===== src/cse_pkg.sv =====
// Shared constants, codes and types for the column similarity engine.
// No dependencies.
`default_nettype none
package cse_pkg;
    localparam int ROWS   = 8;
    localparam int COLS   = 8;
    localparam int ROW_W  = 3;
    localparam int COL_W  = 3;
    localparam int ADDR_W = $clog2(ROWS * COLS);
    localparam int RAT_W  = 8;
    localparam int RES_W  = 27;
    localparam int ACC_W  = 22;
    localparam int PROD_W = 44;
    localparam int NUM_W  = 38;
    localparam int IN_W   = 24;
    localparam int OUT_W  = 32;

    localparam logic       CMD_WRITE  = 1'b0;
    localparam logic [1:0] MET_MAN    = 2'd0;
    localparam logic [1:0] MET_EUC    = 2'd1;
    localparam logic [1:0] MET_COS    = 2'd2;
    localparam logic [1:0] MET_PEAR   = 2'd3;
    localparam logic [1:0] STAT_OK    = 2'd0;
    localparam logic [1:0] STAT_WRITE = 2'd1;
    localparam logic [1:0] STAT_UNDEF = 2'd2;

    typedef enum logic [3:0] {
        ST_IDLE, ST_READ, ST_MUL, ST_ACC, ST_POST,
        ST_PMUL, ST_PACC, ST_SQRT, ST_DIV, ST_OUT
    } state_t;
endpackage
`default_nettype wire


===== src/column_similarity_engine_unit.sv =====
// Column similarity engine: rating store, shared multiplier, bit-serial
// square root and divider. Depends on cse_pkg.
//
// Usage: one input word on s_axis_*; tuser = cmd (0 write, 1 query).
// A write stores one Q4.4 rating and answers with status 1, result 0,
// in the cycle after acceptance. A query walks the 8 rows of two columns
// through one shared 22x22 multiplier (one pass per product); Euclidean,
// cosine and Pearson then run a one-bit-per-cycle square root, and cosine
// and Pearson a restoring divider after it. The multiplier passes per row
// and the serial root and divide set how long a query takes.
// One word is in flight at a time: s_axis_tready is high only while idle,
// so a new word is taken only after the last result word is handed over.
// The result word holds on m_axis_* until m_axis_tready; a stalled
// receiver simply holds the block. Reset clears the control state and
// the per-cell valid bits, so every cell reads as zero until written.
`default_nettype none
module column_similarity_engine_unit (
    input  wire logic                      clk,
    input  wire logic                      rst_n,
    input  wire logic                      s_axis_tvalid,
    output logic                           s_axis_tready,
    // row, col_a, col_b, rating, metric, zero fill
    input  wire logic [cse_pkg::IN_W-1:0]  s_axis_tdata,
    // cmd
    input  wire logic                      s_axis_tuser,
    output logic                           m_axis_tvalid,
    input  wire logic                      m_axis_tready,
    // result, status, zero fill
    output logic [cse_pkg::OUT_W-1:0]      m_axis_tdata
);
    import cse_pkg::*;

    state_t state_reg, state_next;

    logic [RAT_W-1:0]  mem [ROWS*COLS];
    logic [ROWS*COLS-1:0] valid_reg;

    logic [ROW_W-1:0]  in_row;
    logic [COL_W-1:0]  in_ca, in_cb;
    logic [RAT_W-1:0]  in_rating;
    logic [1:0]        in_metric;
    logic              accept;
    logic [ADDR_W-1:0] waddr, addr_a, addr_b;

    logic [COL_W-1:0]  ca_reg, cb_reg;
    logic [1:0]        metric_reg;
    logic [ROW_W:0]    row_cnt_reg;
    logic [1:0]        k_reg;
    logic [2:0]        step_reg;
    logic [RAT_W-1:0]  a_reg, b_reg, d;
    logic              co;
    logic [ACC_W-1:0]  x_reg, y_reg, p_reg, op_a, op_b;
    logic [ACC_W:0]    t_reg;
    logic [3:0]        n_reg;
    logic [11:0]       sx_reg, sy_reg;
    logic              neg_reg;
    logic [PROD_W-1:0] prod_reg;
    logic [PROD_W-1:0] sq_v_reg, sq_r_reg, sq_bit_reg;
    logic [PROD_W:0]   sq_sum;
    logic [NUM_W-1:0]  dv_num_reg;
    logic [ACC_W-1:0]  dv_rem_reg, dv_den_reg;
    logic [ACC_W:0]    dv_rem2;
    logic              dv_ge;
    logic [NUM_W-1:0]  dv_quot;
    logic [5:0]        dv_cnt_reg;
    logic signed [RES_W-1:0] res_reg;
    logic [1:0]        stat_reg;

    logic last_k, last_row, post_undef, pacc_undef, sq_last, dv_last;

    assign in_row    = s_axis_tdata[2:0];
    assign in_ca     = s_axis_tdata[5:3];
    assign in_cb     = s_axis_tdata[8:6];
    assign in_rating = s_axis_tdata[16:9];
    assign in_metric = s_axis_tdata[18:17];

    assign s_axis_tready = (state_reg == ST_IDLE);
    assign accept        = s_axis_tvalid && s_axis_tready;
    assign m_axis_tvalid = (state_reg == ST_OUT);
    assign m_axis_tdata  = {{(OUT_W-RES_W-2){1'b0}}, stat_reg, res_reg};

    assign waddr  = ADDR_W'(int'(in_row) * COLS + int'(in_ca));
    assign addr_a = ADDR_W'(int'(row_cnt_reg[ROW_W-1:0]) * COLS + int'(ca_reg));
    assign addr_b = ADDR_W'(int'(row_cnt_reg[ROW_W-1:0]) * COLS + int'(cb_reg));

    assign d  = (a_reg > b_reg) ? a_reg - b_reg : b_reg - a_reg;
    assign co = (a_reg != '0) && (b_reg != '0);

    assign last_k     = (metric_reg == MET_MAN || metric_reg == MET_EUC) ? (k_reg == 2'd0)
                                                                          : (k_reg == 2'd2);
    assign last_row   = (row_cnt_reg == (ROW_W+1)'(ROWS - 1));
    assign post_undef = (metric_reg == MET_COS) ? (x_reg == '0 || y_reg == '0)
                                                : (n_reg == '0);
    assign pacc_undef = (x_reg == '0) || (y_reg == '0);
    assign sq_sum     = {1'b0, sq_r_reg} + {1'b0, sq_bit_reg};
    assign sq_last    = sq_bit_reg[0];
    assign dv_rem2    = {dv_rem_reg, dv_num_reg[NUM_W-1]};
    assign dv_ge      = (dv_rem2 >= {1'b0, dv_den_reg});
    assign dv_quot    = {dv_num_reg[NUM_W-2:0], dv_ge};
    assign dv_last    = (dv_cnt_reg == 6'(NUM_W - 1));

    // shared multiplier operands
    always_comb
    begin
        op_a = '0;
        op_b = '0;
        if (state_reg == ST_MUL)
        begin
            unique case (metric_reg)
                MET_MAN: begin op_a = ACC_W'(d); op_b = ACC_W'(1); end
                MET_EUC: begin op_a = ACC_W'(d); op_b = ACC_W'(d); end
                default:
                begin
                    case (k_reg)
                        2'd0:    begin op_a = ACC_W'(a_reg); op_b = ACC_W'(b_reg); end
                        2'd1:    begin op_a = ACC_W'(a_reg); op_b = ACC_W'(a_reg); end
                        default: begin op_a = ACC_W'(b_reg); op_b = ACC_W'(b_reg); end
                    endcase
                end
            endcase
        end
        else
        begin
            case (step_reg)
                3'd0:    begin op_a = ACC_W'(n_reg);  op_b = x_reg;           end
                3'd1:    begin op_a = ACC_W'(sx_reg); op_b = ACC_W'(sx_reg);  end
                3'd2:    begin op_a = ACC_W'(n_reg);  op_b = y_reg;           end
                3'd3:    begin op_a = ACC_W'(sy_reg); op_b = ACC_W'(sy_reg);  end
                3'd4:    begin op_a = ACC_W'(n_reg);  op_b = p_reg;           end
                3'd5:    begin op_a = ACC_W'(sx_reg); op_b = ACC_W'(sy_reg);  end
                default: begin op_a = x_reg;          op_b = y_reg;           end
            endcase
        end
    end

    always_ff @(posedge clk or negedge rst_n)
    begin
        if (!rst_n)
            state_reg <= ST_IDLE;
        else
            state_reg <= state_next;
    end

    always_comb
    begin
        state_next = state_reg;
        unique case (state_reg)
            ST_IDLE:
                if (accept)
                    state_next = (s_axis_tuser == CMD_WRITE) ? ST_OUT : ST_READ;
            ST_READ: state_next = ST_MUL;
            ST_MUL:  state_next = ST_ACC;
            ST_ACC:
                if (!last_k)
                    state_next = ST_MUL;
                else if (last_row)
                    state_next = ST_POST;
                else
                    state_next = ST_READ;
            ST_POST:
                unique case (metric_reg)
                    MET_MAN: state_next = ST_OUT;
                    MET_EUC: state_next = ST_SQRT;
                    default: state_next = post_undef ? ST_OUT : ST_PMUL;
                endcase
            ST_PMUL: state_next = ST_PACC;
            ST_PACC:
                if (step_reg == 3'd6)
                    state_next = pacc_undef ? ST_OUT : ST_SQRT;
                else
                    state_next = ST_PMUL;
            ST_SQRT:
                if (sq_last)
                    state_next = (metric_reg == MET_EUC) ? ST_OUT : ST_DIV;
            ST_DIV:
                if (dv_last)
                    state_next = ST_OUT;
            ST_OUT:
                if (m_axis_tready)
                    state_next = ST_IDLE;
            default: state_next = ST_IDLE;
        endcase
    end

    always_ff @(posedge clk or negedge rst_n)
    begin
        if (!rst_n)
            valid_reg <= '0;
        else if (accept && s_axis_tuser == CMD_WRITE
                 && int'(in_row) < ROWS && int'(in_ca) < COLS)
            valid_reg[waddr] <= 1'b1;
    end

    always_ff @(posedge clk)
    begin
        if (accept && s_axis_tuser == CMD_WRITE
            && int'(in_row) < ROWS && int'(in_ca) < COLS)
            mem[waddr] <= in_rating;
        if (state_reg == ST_READ)
        begin
            a_reg <= valid_reg[addr_a] ? mem[addr_a] : '0;
            b_reg <= valid_reg[addr_b] ? mem[addr_b] : '0;
        end
    end

    always_ff @(posedge clk)
    begin
        unique case (state_reg)
            ST_IDLE:
            begin
                ca_reg      <= in_ca;
                cb_reg      <= in_cb;
                metric_reg  <= in_metric;
                row_cnt_reg <= '0;
                k_reg       <= '0;
                x_reg       <= '0;
                y_reg       <= '0;
                p_reg       <= '0;
                n_reg       <= '0;
                sx_reg      <= '0;
                sy_reg      <= '0;
                neg_reg     <= 1'b0;
                res_reg     <= '0;
                stat_reg    <= (s_axis_tuser == CMD_WRITE) ? STAT_WRITE : STAT_OK;
            end
            ST_READ: k_reg <= '0;
            ST_MUL:  prod_reg <= op_a * op_b;
            ST_ACC:
            begin
                if (metric_reg == MET_MAN || metric_reg == MET_EUC)
                    x_reg <= x_reg + prod_reg[ACC_W-1:0];
                else if (metric_reg == MET_COS || co)
                begin
                    case (k_reg)
                        2'd0:    p_reg <= p_reg + prod_reg[ACC_W-1:0];
                        2'd1:    x_reg <= x_reg + prod_reg[ACC_W-1:0];
                        default: y_reg <= y_reg + prod_reg[ACC_W-1:0];
                    endcase
                    if (metric_reg == MET_PEAR && k_reg == 2'd0)
                    begin
                        n_reg  <= n_reg + 4'd1;
                        sx_reg <= sx_reg + 12'(a_reg);
                        sy_reg <= sy_reg + 12'(b_reg);
                    end
                end
                k_reg <= k_reg + 2'd1;
                if (last_k)
                    row_cnt_reg <= row_cnt_reg + 1'b1;
            end
            ST_POST:
            begin
                step_reg   <= (metric_reg == MET_COS) ? 3'd6 : 3'd0;
                sq_v_reg   <= PROD_W'({x_reg, 24'd0});
                sq_r_reg   <= '0;
                sq_bit_reg <= PROD_W'(1) << (PROD_W - 2);
                if (metric_reg == MET_MAN)
                    res_reg <= RES_W'({x_reg, 12'd0});
                else if (metric_reg != MET_EUC && post_undef)
                    stat_reg <= STAT_UNDEF;
            end
            ST_PMUL: prod_reg <= op_a * op_b;
            ST_PACC:
            begin
                step_reg <= step_reg + 3'd1;
                case (step_reg)
                    3'd0, 3'd2, 3'd4: t_reg <= prod_reg[ACC_W:0];
                    3'd1:    x_reg <= ACC_W'(t_reg - prod_reg[ACC_W:0]);
                    3'd3:    y_reg <= ACC_W'(t_reg - prod_reg[ACC_W:0]);
                    3'd5:
                    begin
                        neg_reg <= prod_reg[ACC_W:0] > t_reg;
                        p_reg   <= (prod_reg[ACC_W:0] > t_reg)
                                   ? ACC_W'(prod_reg[ACC_W:0] - t_reg)
                                   : ACC_W'(t_reg - prod_reg[ACC_W:0]);
                    end
                    default:
                    begin
                        sq_v_reg <= prod_reg;
                        if (pacc_undef)
                            stat_reg <= STAT_UNDEF;
                    end
                endcase
            end
            ST_SQRT:
            begin
                if ({1'b0, sq_v_reg} >= sq_sum)
                begin
                    sq_v_reg <= sq_v_reg - PROD_W'(sq_sum);
                    sq_r_reg <= (sq_r_reg >> 1) + sq_bit_reg;
                end
                else
                    sq_r_reg <= sq_r_reg >> 1;
                sq_bit_reg <= sq_bit_reg >> 2;
                if (sq_last)
                begin
                    // final root = next sq_r
                    if ({1'b0, sq_v_reg} >= sq_sum)
                    begin
                        res_reg    <= RES_W'((sq_r_reg >> 1) + sq_bit_reg);
                        dv_den_reg <= ACC_W'((sq_r_reg >> 1) + sq_bit_reg);
                    end
                    else
                    begin
                        res_reg    <= RES_W'(sq_r_reg >> 1);
                        dv_den_reg <= ACC_W'(sq_r_reg >> 1);
                    end
                end
                dv_num_reg <= NUM_W'({p_reg, 16'd0});
                dv_rem_reg <= '0;
                dv_cnt_reg <= '0;
            end
            ST_DIV:
            begin
                dv_cnt_reg <= dv_cnt_reg + 6'd1;
                dv_num_reg <= dv_quot;
                if (dv_ge)
                    dv_rem_reg <= ACC_W'(dv_rem2 - {1'b0, dv_den_reg});
                else
                    dv_rem_reg <= ACC_W'(dv_rem2);
                // saturate the final quotient into the result
                if (dv_last)
                begin
                    if (neg_reg)
                        res_reg <= (dv_quot > NUM_W'(1 << (RES_W - 1)))
                                   ? RES_W'(1 << (RES_W - 1))
                                   : RES_W'(-dv_quot);
                    else
                        res_reg <= (dv_quot > NUM_W'((1 << (RES_W - 1)) - 1))
                                   ? RES_W'((1 << (RES_W - 1)) - 1)
                                   : RES_W'(dv_quot);
                end
            end
            default: ;
        endcase
    end
endmodule
`default_nettype wire


===== config.mk =====
export PLATFORM = sky130hd
export DESIGN_NAME = column_similarity_engine_unit
export DESIGN_NICKNAME = d
export VERILOG_FILES = /design/src/cse_pkg.sv /design/src/column_similarity_engine_unit.sv
export SDC_FILE = /design/constraint.sdc
export NUM_CORES = 2
export LEC_CHECK = 0
export BUFFER_PORTS_ARGS = -buffer_cell sky130_fd_sc_hd__buf_2
export CAP_MARGIN = 20
export CELL_PAD_IN_SITES_DETAIL_PLACEMENT = 1
export CELL_PAD_IN_SITES_GLOBAL_PLACEMENT = 2
export CORE_MARGIN = 8
export CORE_UTILIZATION = 41
export CTS_CLUSTER_SIZE = 40
export DETAILED_ROUTE_END_ITERATION = 7
export MAX_ROUTING_LAYER = met4
export PLACE_DENSITY = 0.78
export SLEW_MARGIN = 20
export SYNTH_ARGS = -nofsm -noshare
export SYNTH_HDL_FRONTEND = slang
export SYNTH_SLANG_ARGS = --single-unit

===== constraint.sdc =====
create_clock -name clk -period 8.5 [get_ports clk]
set_input_delay 1.7 -clock clk [delete_from_list [all_inputs] [get_ports clk]]
set_output_delay 1.7 -clock clk [all_outputs]
set_load 0.03 [all_outputs]

* Word level (Yosys, flattened, before mapping)
Memory sizes are Yosys's and may differ from the RTL's. A register that Yosys moved wholly into a read port is not among the register bits.
Index checks and enable logic that the tools add are counted.
Widths: inputs -> output; s select.
** Word-level totals
- Register bits after elaboration :: 496
- RAM bits :: 512
- Output and inout port bits :: 34
- Logic and storage cells :: 248
- Memories :: 1
** Memory list
- mem :: words 64, width 8, rd ports 2, clocked after memory_dff 2, write ports 1, RTL line column_similarity_engine_unit.sv:35 : logic [RAT_W-1:0] mem [ROWS*COLS];
** Operators by class
- Add/subtract/negate cells :: 22
- Multipliers :: 1
- $lt $le $gt $ge :: 10
- Equality and inequality tests :: 44
- Mux-type cells :: 92
- Bitwise operators :: 2
- Reduce and logical (&&, ||, !) cells :: 50
** Operators with widths (number)
- $mux 22 :: 18
- $pmux 22 s3 :: 4
- $mux 27 :: 7
- $pmux 44 s2 :: 2
- $mux 44 :: 3
- $pmux 44 s3 :: 1
- $pmux 27 s4 :: 1
- $pmux 22 s2 :: 2
- $pmux 22 s4 :: 1
- $pmux 38 s2 :: 1
- $mux 12 :: 6
- $add 22x22->22 :: 3
- $sub 22x22->22 :: 3
- $or 64x64->64 :: 1
- $mux 4 :: 12
- $pmux 12 s2 :: 2
- $add 44x44->45 :: 1
- $ge 44x45->1 :: 1
- $add 43x44->44 :: 1
- $logic_not 22->1 :: 2
- $mul 22x22->44 :: 1
- $sub 44x44->44 :: 1
- $pmux 4 s10 :: 1
- $gt 38x26->1 const B :: 1
- 58 further kinds :: 145

* Depth between registers and ports, before layout
- Depth after elaboration :: 7
- Depth in mapped cells :: 40
- Depth with buffers taken out :: 39

* Worst setup path after synthesis
OpenSTA, ideal clock, no wires.
- Path type :: reg-to-reg
- Start :: register a_reg[0] (read register of mem)
- End :: register prod_reg[36] (data pin)
- Arrival :: 9.086 ns
- Slack :: -0.845 ns
- Stages on the path, launching flop included :: 39
- Period minus slack after synthesis :: 9.345 ns
- Path through :: edfxtp_1 -> inv_1 -> ha_1 -> inv_1 -> fa_1 -> a21o_1 -> a21oi_1 -> o22ai_1 -> o22a_1 -> buf_2 -> mux2_2 -> a21oi_1 -> o21ai_0 -> xnor2_1 -> a221o_1 -> clkbuf_1 -> nor2_1 -> fa_1 -> [3 not listed] -> inv_1 -> fa_1 -> fa_1 -> fa_1 -> inv_1 -> fa_1 -> inv_1 -> ha_1 -> and4_1 -> a21o_1 -> a211oi_1 -> a311oi_1 -> a211o_1 -> a21oi_1 -> nor2b_1 -> o21a_1 -> o41a_1 -> xor2_1
** Between the ends
- Word-level cells in the longest chain between the ends :: 5
** Ends and longest elaborated chain
- start, declared :: RTL line column_similarity_engine_unit.sv:50 : logic [RAT_W-1:0] a_reg, b_reg, d;
- $sub 8x8->8 or $gt 8x8->1 (tied branches) :: RTL line column_similarity_engine_unit.sv:86 : assign d = (a_reg > b_reg) ? a_reg - b_reg : b_reg - a_reg;
- $mux 8 :: RTL line column_similarity_engine_unit.sv:86
- $pmux 22 s2 or $mux 22 (tied branches) :: RTL line column_similarity_engine_unit.sv:109 : unique case (metric_reg)
- $mux 22 :: RTL line column_similarity_engine_unit.sv:107 : if (state_reg == ST_MUL)
- $mul 22x22->44 (*) :: RTL line column_similarity_engine_unit.sv:227, column_similarity_engine_unit.sv:261
- end signal, assigned :: RTL line column_similarity_engine_unit.sv:227 : ST_MUL: prod_reg <= op_a * op_b;
- end signal, assigned :: RTL line column_similarity_engine_unit.sv:261 : ST_PMUL: prod_reg <= op_a * op_b;
- end, declared :: RTL line column_similarity_engine_unit.sv:57 : logic [PROD_W-1:0] prod_reg;
Mark *: on every way between the ends. The rest lies on a longest branch, timed or not.
A chain may end at the register's enable or synchronous reset.

* Final worst setup path
- Start :: register a_reg[0] (read register of mem)
- End :: register prod_reg[30] (data pin)
Same word-level chain as after synthesis.

==> metrics.md <==
| Metric | Value |
|---|---|
| Status | `complete, but fails checks` |
| Failing checks | `setup timing` |
| Slew Limit Fails | `0` |
| Critical path launch point type | `flop` |
| Max cap viols | `0` |
| CTS Hold Bufs | `0` |
| CP most frequent cell | `fa_1` |
| Synth Register Bits | `1002` |
| Routed WL per cell | `~27 microns` |
| Ranking of synthesized cells by area | `edfxtp_1, mux4_2, fa_1, ha_1, inv_1` |
| Crit Path Category | `reg -> reg` |
| Final min period | `~9.4 ns` |
| Synthesis-to-finish area growth | `16.2%` |
| Antenna violations before repair | `12` |
| Pre-antenna DRT Iters | `5` |
| Synth cell types | `93` |
| Vias in the first global route | `58800` |
| Crit path largest cell delay | `0.54 ns` |
| Dpl cells | `8984` |
| Synthesized instance count | `roughly 6300` |
| Vias per cell | `~5.9` |
| Htree depth | `3` |
| Area share of the largest cell type after synthesis | `0.381` |
| Yosys top cell by area | `edfxtp_1` |
| Flip-flop count of the largest register after layout | `512` |
| GRT overflow | `0` |
| Asr flop ratio synth | `0.0679` |
| Root Driver | `clkbuf_16` |
| DRC | `0` |
| Top Usage Layer GRT | `met2` |
| First DRT Iteration DRCs | `4835` |
| Synthesized area | `between 0.07 and 0.08 sq mm` |
| GR Util met2 | `0.428` |
| Routed Antenna Nets | `0` |
| Met1 Use GR | `0.355` |
| Worst-Skew Late Latency | `0.80 ns` |
| Synth warnings | `0` |
| Initial Util | `0.413` |
| Clock skew | `0.0855 ns` |
| Clock Sinks | `approximately 1000` |
| Endpoints failing hold | `0` |
| CP Capture Type | `flop` |
| Die area | `0.193 sq mm` |
| CTS tree | `built` |
| Hold_ws | `0.496 ns` |
| Share of layout cells above drive strength 1 | `0.217` |
| First-pass GRT wire length | `380000 microns` |
| Seq/Total Area, Yosys | `0.404` |
| Final instance area | `0.0856 sq mm` |
| Most frequent cell after synthesis | `edfxtp_1` |
| Pre-CTS WS | `-0.994 ns` |
| Period utilization | `1.11` |
| Io pins | `63` |
| IO buf count | `54` |
| Vias | `~55000` |
| EDFF count, synth | `approximately 930` |
| Commonest register cell after synthesis | `edfxtp_1` |
| Critical path's slowest cell | `fa_1` |
| Dpl hpwl | `189000 microns` |
| Layout Nets | `7643` |
| Routability cong. | `0.918` |
| Post-DP Area | `just over 0.08 sq mm` |
| GR Util met3 | `0.0394` |
| Buf+Inv Stages, Crit Path | `9` |
| RSZ-0062 raised after global routing | `true` |
| Total CTS buffers | `107` |
| Layout Cells excl Fill | `9236` |
| FILL cells | `18700` |
| Worst-path maximum fanout | `6` |
| Overall fraction of global-route tracks in use | `0.266` |
| Largest net degree at the start of global routing | `97` |
| Worst min-delay path category | `reg -> reg` |
| CP top delay family | `adder cells` |
| Drt total wl | `about 250000 microns` |
| Synth top cells by count | `edfxtp_1, inv_1, nand2_1` |
| Syn avg cell area | `11.6 sq um` |
| Final setup fails | `25` |
| Max_slew headroom | `0.205` |
| Core ar. | `0.178 sq mm` |
| Reg clk slew, reported paths | `0.06 ns` |
| Die width | `around 440 microns` |
| Setup ws final | `-0.946 ns` |
| Least-Margin Pin Slew | `1.19 ns` |
| Die height | `roughly 440 microns` |
| CP Data Arrival Time | `just under 10 ns` |
| Clk buf depth | `3` |
| Row count | `155` |
| Fmax | `106 MHz` |
| Crit path required time | `8.99 ns` |
[cell families after synthesis]
logic type	count (synthesis)	synth area share
AOI/OAI and AO/OA	1103	0.0971
xor gates and xnor gates	309	0.0368
and+or+nand+nor	1752	0.109
adders and majority gates	831	0.183
muxes	428	0.122
buffers and inverters	922	0.0475
DFF	1002	0.404
other	1	0.0000509
[layout make-up]
type                            instances  area, sq um  area share
Clock buffer                          127         2800      0.0327
Timing Repair Buffer                  617         5160      0.0603
Sequential cell                      1002        29700       0.348
Antenna cell                            7         17.5    0.000205
Multi-Input combinational cell       4426        41600       0.486
Tap cell                             2355         2950      0.0344
Clock inverter                         73          980      0.0114
Inverter                              629         2360      0.0276
[worst reg2reg max path, delay by kind of cell, from the launching register on]
| kind | cells | cell delay, ns |
|---|---|---|
| mux | 1 | 0.35 |
| flops | 1 | 0.40 |
| buf+inv | 9 | 0.77 |
| xor+xnor | 2 | 0.29 |
| compound gates | 10 | 2.26 |
| simple gates | 7 | 1.06 |
| fa+ha+maj | 10 | 4.07 |
[layout by cell type (no fill, tap or decap), drive strengths merged, types with 169 or more instances in the layout]
cell      n
xnor2   169
buf     616
edfxtp  934
o21ai   248
a21oi   248
fa      408
nand2   616
ha      423
inv     628
mux4    376
nor2    504
[through the flow]
step	TNS [ns]	utilization
after global placement	-13.59	0.451
final	-15.29	0.480
after global routing	-21.53	0.480
after floorplan	-0.391	-
after detailed placement	-17.27	0.451
after CTS	-13.61	0.476
[per-layer routing]
layer,vias up,share of wire
met1,28700,0.42
met4,0,0.030
met3,433,0.071
met5,-,0
met2,1955,0.48
li1,23800,-
[worst paths after layout]
kind | start | end | slack [ns] | cells after the start
worst max-delay path | a_reg[0] | prod_reg[30] | -0.95 | 39
worst min register to register | valid_reg[23] | valid_reg[23] | 0.50 | 1
min in group asynchronous | rst_n | valid_reg[32] | 1.08 | 1
worst max register to register | a_reg[0] | prod_reg[30] | -0.95 | 39
worst min-delay path | valid_reg[23] | valid_reg[23] | 0.50 | 1
max in group asynchronous | rst_n | state_reg[0] | 6.75 | 1
[timing repair]
item / in CTS / in global routing
buffers inserted: 27 / 23
setup endpoints to repair: 26 / 30
pin swaps: 60 / 59
gates cloned: 1 / 1
resized for setup: 82 / 126
Power is not shown: default switching activity piles up to over one toggle a cycle in this logic, so the estimate is an artifact.
